**src/rtl/sic_pkg.sv**
```systemverilog
package sic_pkg;

  localparam int COORD_WIDTH = 16;
  localparam int DW = COORD_WIDTH + 1;
  localparam int PW = 2 * DW;
  localparam int XW = PW + 1;
  localparam int NW = XW + DW;
  localparam int QW = DW;

  typedef enum logic [1:0] {
    OUT_NONE    = 2'd0,
    OUT_POINT   = 2'd1,
    OUT_OVERLAP = 2'd2,
    OUT_DEGEN   = 2'd3
  } outcome_t;

  typedef struct packed {
    logic signed [COORD_WIDTH-1:0] p_start_x;
    logic signed [COORD_WIDTH-1:0] p_start_y;
    logic signed [COORD_WIDTH-1:0] p_end_x;
    logic signed [COORD_WIDTH-1:0] p_end_y;
    logic signed [COORD_WIDTH-1:0] q_start_x;
    logic signed [COORD_WIDTH-1:0] q_start_y;
    logic signed [COORD_WIDTH-1:0] q_end_x;
    logic signed [COORD_WIDTH-1:0] q_end_y;
    logic                          whole_lines;
  } seg_item_t;

  typedef struct packed {
    outcome_t                      outcome;
    logic signed [COORD_WIDTH-1:0] cross_x;
    logic signed [COORD_WIDTH-1:0] cross_y;
    logic                          point_clipped;
  } res_item_t;

  typedef struct packed {
    outcome_t                      code;
    logic signed [XW-1:0]          nt;
    logic [XW-1:0]                 den;
    logic signed [DW-1:0]          dpx;
    logic signed [DW-1:0]          dpy;
    logic signed [COORD_WIDTH-1:0] p1x;
    logic signed [COORD_WIDTH-1:0] p1y;
  } front_item_t;

  typedef struct packed {
    logic [NW-1:0] rem;
    logic [QW-1:0] q;
    logic          ov;
    logic          neg;
  } div_lane_t;

  typedef struct packed {
    outcome_t                      code;
    logic [XW-1:0]                 den;
    div_lane_t                     x;
    div_lane_t                     y;
    logic signed [COORD_WIDTH-1:0] p1x;
    logic signed [COORD_WIDTH-1:0] p1y;
  } div_item_t;

endpackage

```
**src/rtl/sic_scale.sv**
```systemverilog
module sic_scale (
  input  logic                 clk,
  input  logic                 rst,
  input  logic                 up_valid,
  output logic                 up_ready,
  input  sic_pkg::front_item_t up_item,
  output logic                 dn_valid,
  input  logic                 dn_ready,
  output sic_pkg::div_item_t   dn_item
);

  localparam int DW = sic_pkg::DW;
  localparam int XW = sic_pkg::XW;

  logic               v;
  sic_pkg::div_item_t s, s_next;

  assign up_ready = !v || dn_ready;
  assign dn_valid = v;
  assign dn_item  = s;

  always_comb begin
    logic [XW-1:0] nt_mag;
    logic [DW-1:0] dx_mag;
    logic [DW-1:0] dy_mag;
    nt_mag   = up_item.nt[XW-1] ? XW'(-up_item.nt) : XW'(up_item.nt);
    dx_mag   = up_item.dpx[DW-1] ? DW'(-up_item.dpx) : DW'(up_item.dpx);
    dy_mag   = up_item.dpy[DW-1] ? DW'(-up_item.dpy) : DW'(up_item.dpy);
    s_next.code  = up_item.code;
    s_next.den   = up_item.den;
    s_next.x.rem = nt_mag * dx_mag;
    s_next.x.q   = '0;
    s_next.x.ov  = 1'b0;
    s_next.x.neg = up_item.nt[XW-1] ^ up_item.dpx[DW-1];
    s_next.y.rem = nt_mag * dy_mag;
    s_next.y.q   = '0;
    s_next.y.ov  = 1'b0;
    s_next.y.neg = up_item.nt[XW-1] ^ up_item.dpy[DW-1];
    s_next.p1x   = up_item.p1x;
    s_next.p1y   = up_item.p1y;
  end

  always_ff @(posedge clk) begin
    if (rst) begin
      v <= 1'b0;
    end else if (up_ready) begin
      v <= up_valid;
    end
  end

  always_ff @(posedge clk) begin
    if (up_ready) s <= s_next;
  end

endmodule

```
**config.mk**
```make
export PLATFORM = sky130hd
export DESIGN_NAME = sic_scale
export DESIGN_NICKNAME = d
export VERILOG_FILES = /design/src/rtl/sic_pkg.sv /design/src/rtl/sic_scale.sv
export SDC_FILE = /design/constraint.sdc
export NUM_CORES = 2
export LEC_CHECK = 0
export BUFFER_PORTS_ARGS = -buffer_cell sky130_fd_sc_hd__buf_2
export CAP_MARGIN = 10
export CORE_AREA = 2 2 335 337
export CTS_CLUSTER_SIZE = 25
export DETAILED_ROUTE_END_ITERATION = 10
export DIE_AREA = 0 0 337 339
export SYNTH_ARGS = -nofsm -noshare
export SYNTH_HDL_FRONTEND = slang
export SYNTH_SLANG_ARGS = --single-unit
```
**constraint.sdc**
```tcl
create_clock -name clk -period 10.75 [get_ports clk]
set_clock_uncertainty 0.15 [all_clocks]
set_input_delay 1.075 -clock clk [delete_from_list [all_inputs] [get_ports clk]]
set_output_delay 1.075 -clock clk [all_outputs]
set_load 0.01 [all_outputs]
```
# Word-level counts from Yosys, hierarchy flattened
# Index checks and enable logic that the tools add are counted.
# totals
regBits	176
input_bits	142
output_inout_bits	213
# classes
add_sub_neg	3
multipliers	2
mux	3
bitwise	2
n_reduce_logical	2
# op_table
cell	count
multiplier 35 x 17 -> 52 bit	2
two-way mux 35 bit	1
negator 35 bit	1
two-way mux 17 bit	2
negator 17 bit	2
bitwise XOR 1 bit	2
zero test 1 bit	1
logical OR 1 bit	1

# Depth between registers and ports, before layout
# depth
ltp_word	3
mapped_depth	32

# Worst setup path after synthesis
# Ideal clock, no wire load.
# synth_timing
path_kind	in2reg
from	input up_item[101] in the netlist's numbering
to	register s, in the netlist dn_item[100], data pin
t_arrival_ns	8.647
setup_slack_ns	1.688
stages	27
n_path_buf	4
path_cell_list	clkbuf_1 > inv_1 > clkbuf_1 > ha_1 > or3b_2 > o41ai_1 > xnor2_1 > clkbuf_1 > nand2_1 > fa_1 > inv_1 > fa_1 > fa_1 > fa_1 > fa_1 > inv_1 > fa_1 > inv_1 > ha_1 > clkbuf_1 > nand4_1 > or4_1 > a211oi_1 > nor4_1 > or3_1 > o21ai_0 > xor2_1
# synth_lines
element	line	text
start, declared	sic_scale.sv:6	input sic_pkg::front_item_t up_item,
end signal, assigned	sic_scale.sv:52	if (up_ready) s <= s_next;
end, declared	sic_scale.sv:16	sic_pkg::div_item_t s, s_next;

==> impl_results.md <==
* Via/cell ratio at 5.14
* First-pass GRT wire length at 207 mm
* Crit path from: up_item[115]
* Worst-path clk slew at 0.08 ns
* Post-route ant nets at 0
* First-pass DRT Iterations at 6
* Ys async rst share at 0
* Yosys warns at 0
* Synth top area share at 0.449
* Seq/Total Area, Yosys at 0.120
* Number of max-cap violations at 0
* Initial core utilization at 0.399
* H-tree depth at 4
* Arr. time, crit path at 10.30 ns
* Main synth FF type: edfxtp_1
* Synthesized area at 44000 sq um
* Post-Layout Cell Count at 6663
* Overall routing resource usage at 0.241
* Yosys cell types at 77
* RR Startpoint: dn_valid
* Placed Cells at 6625
* I/O pin count at 355
* Fmax at 0.0983 GHz
* Hold Startpoint: rst
* GRT overflow at 0
* Nets at 6542
* Area grow syn2layout at 10.8%
* Layout cells sized above 1 at 0.111
* Setup-failing EPs final at 0
* Placed cell areas at 48200 sq um
* Worst slew pin tran at 1.33 ns
* CTS Buf Count at 17
* GP Congestion at 0.925
* Top post-synthesis cells by area: fa_1, edfxtp_1, inv_1, ha_1, nand2_1
* Total number of vias at 34300
* Clock Path Buffers at 2
* Most frequent cell after synthesis: inv_1
* Vias in the first global route at 35900
* Antenna violations before repair at 19
* Hold Path Class: input port to flip-flop
* Worst skew pair latency at 0.51 ns
* Element type at the critical path end: flip-flop
* Slew HR at 0.105
* WL per Instance at 19.9 um
* Syn avg cell area at 9.01 sq um
* Setup CP Type: input port to flip-flop
* Mapped Cells at 4888
* Final instance area at 48800 sq um
* Chip width at 337 um
* Final core occ at 0.442
* Die area at 114000 sq um
* Leading area contributor after synthesis: fa_1
* Port bufs at 318
* Post-synth EDFFs at 175
* CTS tree: built
* Die span in y at 339 um
* Outcome: finished clean
* FP Rows at 122
* Post-synth top cells: inv_1, fa_1, nand2_1
* Final hold vios at 0
* Critical Path Start Type: input port
* Core ar. at 110000 sq um
* Post-DP HPWL at 108 mm
* Hold Worst Slack at 0.559 ns
* Starting DRT DRC Count at 2499
* Total clock sinks at 176
* Max Fanout on Critical Path at 11
* Drt drc at 0
* Root Buffer: clkbuf_16
* Tmin final at 10.18 ns
* RSZ-0062 raised after global routing: false
* Cts hold-fix bufs at 0
* Final Max Tran Viols at 0
* Resized Gates After CTS at 0
* WP data required at 10.87 ns
* Number of synthesized register bits at 176
* Detailed Route WL at 133 mm
* Period utilization at 0.947
* Post-CTS Setup Inserts at 0
* Largest net degree at the start of global routing at 72
==> flip-flops by register name, indices dropped and copies added (netlist names) <==
name / flops
dn_item: 175
dn_valid: 1
==> metal layers <==
layer  part of all wire  track usage  vias up
met3               0.10       0.0689      260
met1               0.39        0.309    17600
met5            0.00095            0        -
met2               0.47        0.390     1415
li1                   -            -    15000
met4              0.033       0.0808       24
==> layout by cell type (no fill, tap or decap), types with 8 or more instances in the layout <==
cell,Yosys,final
buf_2,1,319
nor4_1,8,8
nand4_1,21,21
xnor2_1,114,83
o21bai_1,15,15
and3_1,12,12
a21oi_1,91,91
nand2_1,813,813
o31ai_1,15,15
o21a_1,9,9
xor2_1,90,79
nor2_1,506,506
nor3_1,22,22
a211oi_1,17,17
and2_1,29,29
clkbuf_16,0,17
nand2b_1,14,13
a21o_1,72,72
buf_4,36,155
nand3_1,18,18
xnor2_4,0,11
o31a_1,8,8
fa_1,988,988
xnor2_2,1,21
inv_1,1131,1131
ha_1,255,255
edfxtp_1,175,175
a31oi_1,17,17
o21ai_0,67,66
xor2_2,1,12
or3_1,10,10
conb_1,1,36
o41ai_1,9,9
==> kinds of logic (layout without fill, tap and decap cells) <==
family / after synthesis / count (layout) / synth area share
AND/OR/NAND/NOR: 1495 / 1495 / 0.138
other: 1 / 41 / 0.0000852
adder cells (fa/ha/maj): 1243 / 1243 / 0.522
flip-flops: 176 / 176 / 0.120
buffers and inverters: 1392 / 1639 / 0.122
AO/OA/AOI/OAI: 373 / 373 / 0.0563
multiplexers: 2 / 2 / 0.000483
XOR/XNOR: 206 / 206 / 0.0413
==> critical path, stage by stage <==
cell,delay (ns)
buf_2,0.14
or4_1,0.72
nor3_2,0.43
nand3_2,0.27
or4_4,0.52
or4_4,0.45
o21ai_1,0.29
xnor2_2,0.39
nand2_1,0.19
fa_1,0.53
fa_1,0.51
fa_1,0.52
inv_1,0.06
fa_1,0.50
fa_1,0.50
inv_1,0.05
fa_1,0.47
inv_1,0.04
ha_1,0.39
nand2_1,0.17
nor2_1,0.28
nand3_1,0.27
a211oi_1,0.52
nor4_1,0.17
or3_1,0.48
o21ai_0,0.24
xor2_1,0.10
==> final cells by class <==
class	instances	area (sq um)
multi-input combinational	3355	34000
clock inverter	15	178
sequential	176	5280
clock buffer	17	425
tap	1488	1860
fill	10900	61600
inverter	1131	4250
antenna	5	12.5
timing repair buffer	476	2800
==> stage by stage <==
step | setup WS, ns | TNS, ns
floorplan | 1.69 | 0
global placement | 0.0954 | 0
detailed placement | -0.00400 | -0.00400
CTS | 0.568 | 0
global route | 0.276 | 0
finish | 0.573 | 0
==> worst paths after layout <==
path | depth (start not counted) | to | slack (ns)
max reg2reg | 3 | dn_item[169] | 8.31
min | 2 | dn_valid | 0.56
max | 27 | dn_item[96] | 0.57
min reg2reg | 1 | dn_item[74] | 0.72
Power is not shown: default switching activity piles up to over one toggle a cycle in this logic, so the estimate is an artifact.
